[src/hdl/dchc_pkg.sv]
package dchc_pkg;

  localparam int CH_W = 12;
  localparam int ADC_W = 16;
  localparam int STAMP_W = 64;
  localparam int DET_W = 4;
  localparam int STRIP_W = 5;
  localparam int CFG_IDX_W = 2;
  localparam int TBL_W = 10;
  localparam int OFF_W = 7;

  localparam logic [31:0] END_MARK = 32'hffff_ffff;

  localparam logic [CH_W-1:0] CH_TDC_GAMMA = 12'd839;
  localparam logic [CH_W-1:0] CH_TDC_RF = 12'd836;
  localparam logic [CH_W-1:0] CH_TDC_SILICON = 12'd835;
  localparam logic [CH_W-1:0] CH_STAMP_LO = 12'd1000;
  localparam logic [CH_W-1:0] CH_STAMP_HI = 12'd1003;

  localparam int FIFO_DEPTH = 4;
  localparam int FIFO_AW = $clog2(FIFO_DEPTH);

  typedef enum logic [2:0] {
    KIND_RING   = 3'd0,
    KIND_SECTOR = 3'd1,
    KIND_BACK   = 3'd2,
    KIND_FRONT  = 3'd3,
    KIND_TELE   = 3'd4,
    KIND_END    = 3'd5
  } kind_t;

  typedef enum logic [1:0] {
    THR_RS  = 2'd0,
    THR_BAR = 2'd1,
    THR_TEL = 2'd2
  } thr_sel_t;

  typedef enum logic [CFG_IDX_W-1:0] {
    CFG_RING_SECTOR = 2'd0,
    CFG_BARREL      = 2'd1,
    CFG_TELESCOPE   = 2'd2
  } cfg_idx_t;

  typedef struct packed {
    logic [TBL_W-1:0] lo;
    logic [TBL_W-1:0] hi;
    kind_t            kind;
    logic             ds;
    thr_sel_t         thr;
    logic [2:0]       shift;
    logic [DET_W-1:0] base;
    logic             dual;
  } range_t;

  localparam int NUM_RANGES = 22;
  localparam int RANGE_IW = $clog2(NUM_RANGES);

  localparam range_t RANGES [NUM_RANGES] = '{
    '{10'd1,   10'd128, KIND_RING,   1'b0, THR_RS,  3'd5, 4'd0,  1'b0},
    '{10'd129, 10'd144, KIND_SECTOR, 1'b0, THR_RS,  3'd2, 4'd0,  1'b0},
    '{10'd145, 10'd160, KIND_BACK,   1'b0, THR_BAR, 3'd2, 4'd0,  1'b0},
    '{10'd161, 10'd176, KIND_BACK,   1'b0, THR_BAR, 3'd2, 4'd6,  1'b0},
    '{10'd177, 10'd184, KIND_BACK,   1'b0, THR_BAR, 3'd2, 4'd4,  1'b0},
    '{10'd185, 10'd192, KIND_BACK,   1'b0, THR_BAR, 3'd2, 4'd10, 1'b0},
    '{10'd193, 10'd288, KIND_FRONT,  1'b0, THR_BAR, 3'd3, 4'd0,  1'b0},
    '{10'd289, 10'd384, KIND_FRONT,  1'b1, THR_BAR, 3'd3, 4'd0,  1'b0},
    '{10'd385, 10'd400, KIND_BACK,   1'b1, THR_BAR, 3'd2, 4'd0,  1'b0},
    '{10'd401, 10'd416, KIND_BACK,   1'b1, THR_BAR, 3'd2, 4'd6,  1'b0},
    '{10'd417, 10'd424, KIND_BACK,   1'b1, THR_BAR, 3'd2, 4'd4,  1'b0},
    '{10'd425, 10'd432, KIND_BACK,   1'b1, THR_BAR, 3'd2, 4'd10, 1'b0},
    '{10'd433, 10'd496, KIND_TELE,   1'b1, THR_TEL, 3'd3, 4'd0,  1'b0},
    '{10'd497, 10'd560, KIND_RING,   1'b1, THR_RS,  3'd5, 4'd0,  1'b0},
    '{10'd561, 10'd564, KIND_SECTOR, 1'b1, THR_RS,  3'd2, 4'd0,  1'b0},
    '{10'd569, 10'd572, KIND_SECTOR, 1'b1, THR_RS,  3'd2, 4'd1,  1'b0},
    '{10'd577, 10'd640, KIND_RING,   1'b1, THR_RS,  3'd5, 4'd2,  1'b0},
    '{10'd641, 10'd672, KIND_RING,   1'b1, THR_RS,  3'd5, 4'd5,  1'b0},
    '{10'd673, 10'd676, KIND_SECTOR, 1'b1, THR_RS,  3'd2, 4'd2,  1'b0},
    '{10'd677, 10'd680, KIND_SECTOR, 1'b1, THR_RS,  3'd2, 4'd4,  1'b1},
    '{10'd681, 10'd684, KIND_SECTOR, 1'b1, THR_RS,  3'd2, 4'd3,  1'b0},
    '{10'd685, 10'd688, KIND_SECTOR, 1'b1, THR_RS,  3'd2, 4'd5,  1'b0}
  };

  // One queue entry: a hit (dual marks a sector hit followed by a ring hit)
  // or an event record.
  typedef struct packed {
    kind_t              kind;
    logic               ds;
    logic [DET_W-1:0]   det;
    logic [STRIP_W-1:0] strip;
    logic               left;
    logic [CH_W-1:0]    ch;
    logic [ADC_W-1:0]   adc;
    logic               dual;
    logic [STAMP_W-1:0] stamp;
    logic [ADC_W-1:0]   tdc_gamma;
    logic [ADC_W-1:0]   tdc_rf;
    logic [ADC_W-1:0]   tdc_silicon;
  } entry_t;

  typedef struct packed {
    logic full;
    logic empty;
  } fifo_stat_t;

endpackage

[src/hdl/detector_channel_hit_classifier_top.sv]
// Channel  Handshake            Payload
// in       in_valid/in_ready    raw_word
// cfg      cfg_valid/cfg_ready  cfg_index, cfg_data
// out      out_valid/out_ready  kind .. tdc_silicon, last
//
// One readout word is taken per cycle while in_ready is high; the front classifies it
// in the cycle it is taken and queues at most one entry into a four-deep queue. A
// result passes the queue memory, then the output register; a shared sector/ring
// channel word leaves as two beats, so the output port sets the sustained rate at
// one beat per cycle while out_ready is high. Reset clears thresholds, latches,
// queue. in_ready drops only while the queue is full; cfg_ready is always high.
module detector_channel_hit_classifier_top (
  input  logic                             clk,
  input  logic                             rst,
  input  logic                             in_valid,
  output logic                             in_ready,
  input  logic [31:0]                      raw_word,
  input  logic                             cfg_valid,
  output logic                             cfg_ready,
  input  logic [dchc_pkg::CFG_IDX_W-1:0]   cfg_index,
  input  logic [dchc_pkg::ADC_W-1:0]       cfg_data,
  output logic                             out_valid,
  input  logic                             out_ready,
  output logic [2:0]                       kind,
  output logic                             downstream,
  output logic [dchc_pkg::DET_W-1:0]       detector,
  output logic [dchc_pkg::STRIP_W-1:0]     strip,
  output logic                             left_side,
  output logic [dchc_pkg::CH_W-1:0]        channel,
  output logic [dchc_pkg::ADC_W-1:0]       adc,
  output logic [dchc_pkg::STAMP_W-1:0]     time_stamp,
  output logic [dchc_pkg::ADC_W-1:0]       tdc_gamma,
  output logic [dchc_pkg::ADC_W-1:0]       tdc_rf,
  output logic [dchc_pkg::ADC_W-1:0]       tdc_silicon,
  output logic                             last
);
  import dchc_pkg::*;

  logic       push;
  logic       pop;
  entry_t     push_entry;
  entry_t     head;
  fifo_stat_t fifo_stat;

  dchc_front u_front (
    .clk        (clk),
    .rst        (rst),
    .in_valid   (in_valid),
    .in_ready   (in_ready),
    .raw_word   (raw_word),
    .cfg_valid  (cfg_valid),
    .cfg_ready  (cfg_ready),
    .cfg_index  (cfg_index),
    .cfg_data   (cfg_data),
    .fifo_stat  (fifo_stat),
    .push       (push),
    .push_entry (push_entry)
  );

  dchc_fifo u_fifo (
    .clk        (clk),
    .rst        (rst),
    .push       (push),
    .push_entry (push_entry),
    .pop        (pop),
    .head       (head),
    .stat       (fifo_stat)
  );

  dchc_back u_back (
    .clk         (clk),
    .rst         (rst),
    .head        (head),
    .fifo_stat   (fifo_stat),
    .pop         (pop),
    .out_valid   (out_valid),
    .out_ready   (out_ready),
    .kind        (kind),
    .downstream  (downstream),
    .detector    (detector),
    .strip       (strip),
    .left_side   (left_side),
    .channel     (channel),
    .adc         (adc),
    .time_stamp  (time_stamp),
    .tdc_gamma   (tdc_gamma),
    .tdc_rf      (tdc_rf),
    .tdc_silicon (tdc_silicon),
    .last        (last)
  );

  a_no_push_when_full: assert property (@(posedge clk) disable iff (rst)
    push |-> !fifo_stat.full)
    else $error("queue written while full");

  a_no_pop_when_empty: assert property (@(posedge clk) disable iff (rst)
    pop |-> !fifo_stat.empty)
    else $error("queue read while empty");

  a_split_is_sector: assert property (@(posedge clk) disable iff (rst)
    (out_valid && !last) |-> (kind == KIND_SECTOR))
    else $error("non-final beat is not a sector hit");

  a_split_then_ring: assert property (@(posedge clk) disable iff (rst)
    (out_valid && out_ready && !last) |=> (out_valid && last && kind == KIND_RING))
    else $error("sector beat not followed by its ring beat");

endmodule

[src/hdl/dchc_front.sv]
module dchc_front (
  input  logic                             clk,
  input  logic                             rst,
  input  logic                             in_valid,
  output logic                             in_ready,
  input  logic [31:0]                      raw_word,
  input  logic                             cfg_valid,
  output logic                             cfg_ready,
  input  logic [dchc_pkg::CFG_IDX_W-1:0]   cfg_index,
  input  logic [dchc_pkg::ADC_W-1:0]       cfg_data,
  input  dchc_pkg::fifo_stat_t             fifo_stat,
  output logic                             push,
  output dchc_pkg::entry_t                 push_entry
);
  import dchc_pkg::*;

  logic [ADC_W-1:0]   thr_rs;
  logic [ADC_W-1:0]   thr_bar;
  logic [ADC_W-1:0]   thr_tel;
  logic [STAMP_W-1:0] stamp;
  logic [STAMP_W-1:0] stamp_next;
  logic [ADC_W-1:0]   tdc_gamma;
  logic [ADC_W-1:0]   tdc_rf;
  logic [ADC_W-1:0]   tdc_silicon;

  logic               accept;
  logic               is_end;
  logic [CH_W-1:0]    ch;
  logic [ADC_W-1:0]   adc;
  logic               hit_any;
  logic [RANGE_IW-1:0] hit_idx;
  range_t             rng;
  logic [ADC_W-1:0]   thr;
  logic [CH_W-1:0]    off_full;
  logic [OFF_W-1:0]   off;
  logic [OFF_W-1:0]   strip_mask;
  logic [OFF_W-1:0]   det_raw;
  logic [STRIP_W-1:0] strip_raw;
  logic               above;

  assign cfg_ready = 1'b1;
  assign in_ready  = !fifo_stat.full;
  assign accept    = in_valid && in_ready;

  // Halves swap: channel sits in the low half of the raw word, ADC in the high.
  assign is_end = (raw_word == END_MARK);
  assign ch     = raw_word[CH_W-1:0];
  assign adc    = raw_word[31:16];

  always_comb begin
    hit_any = 1'b0;
    hit_idx = '0;
    for (int i = 0; i < NUM_RANGES; i++) begin
      if (ch >= {2'b00, RANGES[i].lo} && ch <= {2'b00, RANGES[i].hi}) begin
        hit_any = 1'b1;
        hit_idx = RANGE_IW'(i);
      end
    end
  end

  always_comb begin
    rng = RANGES[hit_idx];
    unique case (rng.thr)
      THR_RS:  thr = thr_rs;
      THR_BAR: thr = thr_bar;
      THR_TEL: thr = thr_tel;
      default: thr = thr_rs;
    endcase
    above      = adc > thr;
    off_full   = ch - {2'b00, rng.lo};
    off        = off_full[OFF_W-1:0];
    strip_mask = OFF_W'((8'd1 << rng.shift) - 8'd1);
    det_raw    = (off >> rng.shift) + {3'b000, rng.base};
    strip_raw  = STRIP_W'(off & strip_mask);
  end

  always_comb begin
    push_entry             = '0;
    push_entry.kind        = rng.kind;
    push_entry.ds          = rng.ds;
    push_entry.det         = det_raw[DET_W-1:0];
    push_entry.strip       = strip_raw;
    push_entry.ch          = ch;
    push_entry.adc         = adc;
    push_entry.dual        = rng.dual;
    if (rng.kind == KIND_FRONT) begin
      push_entry.strip = strip_raw >> 1;
      push_entry.left  = !ch[0];
    end
    if (is_end) begin
      push_entry             = '0;
      push_entry.kind        = KIND_END;
      push_entry.stamp       = stamp;
      push_entry.tdc_gamma   = tdc_gamma;
      push_entry.tdc_rf      = tdc_rf;
      push_entry.tdc_silicon = tdc_silicon;
    end
    push = accept && (is_end || (hit_any && above));
  end

  always_comb begin
    stamp_next = stamp;
    if (ch >= CH_STAMP_LO && ch <= CH_STAMP_HI) begin
      stamp_next = stamp | ({{(STAMP_W-ADC_W){1'b0}}, adc} << {ch[1:0], 4'b0000});
    end
  end

  always_ff @(posedge clk) begin
    if (rst) begin
      thr_rs  <= '0;
      thr_bar <= '0;
      thr_tel <= '0;
    end else if (cfg_valid && cfg_ready) begin
      case (cfg_index)
        CFG_RING_SECTOR: thr_rs  <= cfg_data;
        CFG_BARREL:      thr_bar <= cfg_data;
        CFG_TELESCOPE:   thr_tel <= cfg_data;
        default: ;
      endcase
    end
  end

  always_ff @(posedge clk) begin
    if (rst) begin
      stamp       <= '0;
      tdc_gamma   <= '0;
      tdc_rf      <= '0;
      tdc_silicon <= '0;
    end else if (accept) begin
      if (is_end) begin
        // Drop all latches once the event record is queued.
        stamp       <= '0;
        tdc_gamma   <= '0;
        tdc_rf      <= '0;
        tdc_silicon <= '0;
      end else begin
        stamp <= stamp_next;
        if (ch == CH_TDC_GAMMA)   tdc_gamma   <= adc;
        if (ch == CH_TDC_RF)      tdc_rf      <= adc;
        if (ch == CH_TDC_SILICON) tdc_silicon <= adc;
      end
    end
  end

endmodule

[src/hdl/dchc_fifo.sv]
module dchc_fifo (
  input  logic                 clk,
  input  logic                 rst,
  input  logic                 push,
  input  dchc_pkg::entry_t     push_entry,
  input  logic                 pop,
  output dchc_pkg::entry_t     head,
  output dchc_pkg::fifo_stat_t stat
);
  import dchc_pkg::*;

  entry_t             mem [FIFO_DEPTH];
  logic [FIFO_AW-1:0] wr_ptr;
  logic [FIFO_AW-1:0] rd_ptr;
  logic [FIFO_AW:0]   count;

  assign stat.full  = (count == (FIFO_AW+1)'(FIFO_DEPTH));
  assign stat.empty = (count == '0);
  assign head       = mem[rd_ptr];

  always_ff @(posedge clk) begin
    if (push) begin
      mem[wr_ptr] <= push_entry;
    end
  end

  always_ff @(posedge clk) begin
    if (rst) begin
      wr_ptr <= '0;
      rd_ptr <= '0;
      count  <= '0;
    end else begin
      if (push) wr_ptr <= wr_ptr + 1'b1;
      if (pop)  rd_ptr <= rd_ptr + 1'b1;
      if (push && !pop) begin
        count <= count + 1'b1;
      end else if (pop && !push) begin
        count <= count - 1'b1;
      end
    end
  end

endmodule

[src/hdl/dchc_back.sv]
module dchc_back (
  input  logic                             clk,
  input  logic                             rst,
  input  dchc_pkg::entry_t                 head,
  input  dchc_pkg::fifo_stat_t             fifo_stat,
  output logic                             pop,
  output logic                             out_valid,
  input  logic                             out_ready,
  output logic [2:0]                       kind,
  output logic                             downstream,
  output logic [dchc_pkg::DET_W-1:0]       detector,
  output logic [dchc_pkg::STRIP_W-1:0]     strip,
  output logic                             left_side,
  output logic [dchc_pkg::CH_W-1:0]        channel,
  output logic [dchc_pkg::ADC_W-1:0]       adc,
  output logic [dchc_pkg::STAMP_W-1:0]     time_stamp,
  output logic [dchc_pkg::ADC_W-1:0]       tdc_gamma,
  output logic [dchc_pkg::ADC_W-1:0]       tdc_rf,
  output logic [dchc_pkg::ADC_W-1:0]       tdc_silicon,
  output logic                             last
);
  import dchc_pkg::*;

  logic load;
  logic second;
  logic split;

  assign load  = !fifo_stat.empty && (!out_valid || out_ready);
  // A shared channel entry leaves as two beats: sector first, then ring.
  assign split = head.dual && !second;
  assign pop   = load && !split;

  always_ff @(posedge clk) begin
    if (rst) begin
      out_valid <= 1'b0;
      second    <= 1'b0;
    end else begin
      if (load) begin
        out_valid <= 1'b1;
        second    <= split;
      end else if (out_ready) begin
        out_valid <= 1'b0;
      end
    end
  end

  always_ff @(posedge clk) begin
    if (load) begin
      kind        <= second ? KIND_RING : head.kind;
      downstream  <= head.ds;
      detector    <= head.det;
      strip       <= head.strip;
      left_side   <= head.left;
      channel     <= head.ch;
      adc         <= head.adc;
      time_stamp  <= head.stamp;
      tdc_gamma   <= head.tdc_gamma;
      tdc_rf      <= head.tdc_rf;
      tdc_silicon <= head.tdc_silicon;
      last        <= !split;
    end
  end

endmodule

[config.mk]
export PLATFORM = sky130hd
export DESIGN_NAME = detector_channel_hit_classifier_top
export DESIGN_NICKNAME = d
export VERILOG_FILES = /design/src/hdl/dchc_pkg.sv /design/src/hdl/detector_channel_hit_classifier_top.sv /design/src/hdl/dchc_front.sv /design/src/hdl/dchc_fifo.sv /design/src/hdl/dchc_back.sv
export SDC_FILE = /design/constraint.sdc
export NUM_CORES = 1
export LEC_CHECK = 0
export BUFFER_PORTS_ARGS = -buffer_cell sky130_fd_sc_hd__buf_2
export CORE_ASPECT_RATIO = 1.4
export CORE_UTILIZATION = 40
export CTS_CLUSTER_DIAMETER = 50
export DETAILED_ROUTE_END_ITERATION = 16
export GPL_TIMING_DRIVEN = 0
export SYNTH_ARGS = -nofsm -noshare
export SYNTH_HDL_FRONTEND = slang
export SYNTH_SLANG_ARGS = --single-unit
[constraint.sdc]
create_clock -name clk -period 24.8 [get_ports clk]
set_input_delay 1.24 -clock clk [delete_from_list [all_inputs] [get_ports clk]]
set_output_delay 1.24 -clock clk [all_outputs]
set_load 0.01 [all_outputs]
==> out/metrics.cfg <==
[outcome]
status = completed

[sta]
relSlewSlack = 0.117
period_minus_slack_ps = 8630
rsz0062_at_grt = false
skew_ps = 37.3
max_freq_ghz = 0.116
fin_crit_sh = 0.348
finalHoldViolCount = 0
worst_pin_slew_ps = 1320
finalSetupViolCount = 0
setup_tns_ps = 0
slew_viol_final = 0

[layout]
layout_commonest_cell = edfxtp_1
drive_gt1_frac = 0.214
layout_common_cells = 775 x edfxtp_1, 213 x buf_2, 179 x nor2_1, 171 x dfxtp_1, 155 x mux4_2
multiInputGateArea_um2 = 9210
seq_area_um2 = 26700
fin_area_um2 = 42600
nets = 2653
fill_cells = 7808
area_growth_pct = 16.6

[drt]
drc = 0
ant_nets = 0
vias_per_cell = 5.43
firstDrtPassIters = 6
routed_wl_um = 90700
drtIter0Drc = 1693
vias = 20800
wl_per_cell_um = 23.7

[cts]
tritoncts = built
numCtsBuffers = 92
clk_path_buf_depth = 3
clk_pin_slew_ps = 60
clock_sinks = 946
cts_setup_buffers = 0
htree_levels = 3
clk_latency_ps = 670
clock-root-buffer = clkbuf_16
ctsResizeCount = 0
cts_hold_buf = 0

[grt]
antenna_found_initial = 5
grt_max_degree = 57
grt_usage = 0.195
grt_pass1_vias = 21200
grt_overflow_total = 0
grt_pass1_wl_um = 135000

[power]
cellLeakagePower_nw = 14.8
vdd_ir_drop_max_mv = 0.0681
powerDensity_nw_per_um2 = 95.0

[setup_path]
critical_path.most_common_cell = ha_1
critPathKind = input pin to register
required_ps = 25150
slowest_stage = and2_4
crit_path_start_kind = input pin
slowest_delay_ps = 660
crit_path_end_kind = register
critPathArrivalTime_ps = 8980
path_max_fanout = 51

[synthesis]
ys_seq_elements = 946
avgSynthCellArea_um2 = 16.3
yosysUniqueCellTypes = 82
syn_inst = 2237
synth_seq_area_share = 0.731
synthFlopType = edfxtp_1
synth_edf_count = 775
yosys_warnings = 0
async_flop_share = 0
syn_area_um2 = 36500

[placement]
dpl_cell_area_um2 = 39500
port_buffers = 206
dp_hpwl_um = 60600
gp_congestion = 0.850

[floorplanning]
io_pins = 213
rows = 130
die_width_um = 257
coreArea_um2 = 90100
start_util = 0.406
die_h_um = 360
die-area_um2 = 92600

[min_path]
hold_path_class = register to register

[run]
drv_cap = 0

## final timing paths
kind / from / endpoint / slack, ps / cells past startpoint
setup / recovery: raw_word[1] / u_fifo.mem[0][65] / 16170 / 30
hold / removal: u_front.thr_rs[14] / u_front.thr_rs[14] / 460 / 2
setup reg to reg: u_front.thr_tel[1] / u_fifo.mem[0][65] / 20870 / 16
hold reg to reg: u_front.thr_rs[14] / u_front.thr_rs[14] / 460 / 2
## cells by family after synthesis
kind of cell | count (synthesis) | share of synthesized area
other cells | 1 | 0.000103
flops | 946 | 0.731
fa+ha+maj | 40 | 0.0141
buf+inv | 174 | 0.0187
compound gates | 314 | 0.0549
mux | 164 | 0.0981
xor+xnor | 14 | 0.00336
simple gates | 584 | 0.0804
## cell type report
cell class | instances | share of cell area
antenna | 3 | 0.000176
buffer | 153 | 0.0142
clock buffer | 124 | 0.0585
clock inverter | 49 | 0.0138
inverter | 21 | 0.00185
multi-input combinational | 1119 | 0.216
sequential | 946 | 0.626
tap | 1188 | 0.0349
timing repair buffer | 225 | 0.0341
## per-layer routing
layer,GRT usage,part of all wire,up-vias
li1,-,-,9320
met1,0.239,0.39,10600
met2,0.344,0.52,704
met3,0.0286,0.058,173
met4,0.0803,0.035,4
met5,0,0.00025,-
## Yosys cell counts, drive strengths merged (7+ instances only)
| cell | n | share of area |
|---|---|---|
| nand4 | 16 | 0.0027 |
| nor2b | 36 | 0.0062 |
| and3 | 116 | 0.020 |
| a21oi | 156 | 0.021 |
| a31oi | 9 | 0.0017 |
| nand3 | 22 | 0.0030 |
| a21o | 8 | 0.0016 |
| o21ai | 19 | 0.0027 |
| a22oi | 67 | 0.014 |
| nor4 | 7 | 0.0020 |
| nor2 | 180 | 0.019 |
| ha | 38 | 0.013 |
| nor3 | 14 | 0.0019 |
| buf | 31 | 0.0039 |
| mux2i | 7 | 0.0019 |
| mux4 | 155 | 0.096 |
| edfxtp | 775 | 0.64 |
| nand2b | 10 | 0.0017 |
| xor2 | 8 | 0.0019 |
| clkbuf | 122 | 0.013 |
| nand2 | 135 | 0.014 |
| inv | 21 | 0.0022 |
| and2 | 12 | 0.0021 |
| dfxtp | 171 | 0.094 |
| or2 | 7 | 0.0012 |
## where the power goes
part	internal (mW)	leakage, nW	switching, mW
Clock	0.794	1.49	0.611
Combinational	0.263	4.40	0.384
Sequential	1.93	8.94	0.0615
Total	2.99	14.8	1.06
## state kept, by name, indices dropped and copies added (netlist names), 2 cells and up, named ones only
name,cells
u_fifo.rd_ptr,2
u_fifo.count,3
u_front.tdc_rf,16
u_back.adc,16
u_front.tdc_gamma,16
u_fifo.wr_ptr,2
u_back.tdc_silicon,16
u_back.tdc_gamma,16
u_back.detector,4
u_back.strip,5
u_back.channel,12
u_front.stamp,64
u_front.thr_tel,16
u_fifo.mem,620
u_front.thr_bar,16
u_front.tdc_silicon,16
u_back.kind,3
u_front.thr_rs,16
u_back.time_stamp,64
u_back.tdc_rf,16
## worst max-delay path, delay by kind of cell
kind	cells	cell delay, ps
buf+inv	9	2270
simple gates	10	3010
fa+ha+maj	4	910
compound gates	7	1430
## metrics by stage
| stage | power [mW] | cells | hold WS [ps] | utilization | worst slack [ps] |
|---|---|---|---|---|---|
| 2_1_floorplan | 2.42 | 2239 | 429 | - | 14110 |
| 3_3_place_gp | 2.72 | 3633 | 439 | 0.434 | 9710 |
| 3_5_place_dp | 2.69 | 3652 | 447 | 0.439 | 15470 |
| 4_1_cts | 4.10 | 3825 | 457 | 0.473 | 16160 |
| 5_1_grt | 4.21 | 3826 | 470 | 0.473 | 15630 |
| 6_report | 4.05 | 3828 | 457 | 0.473 | 16170 |
No activity file was read; power rests on OpenSTA's default activity.
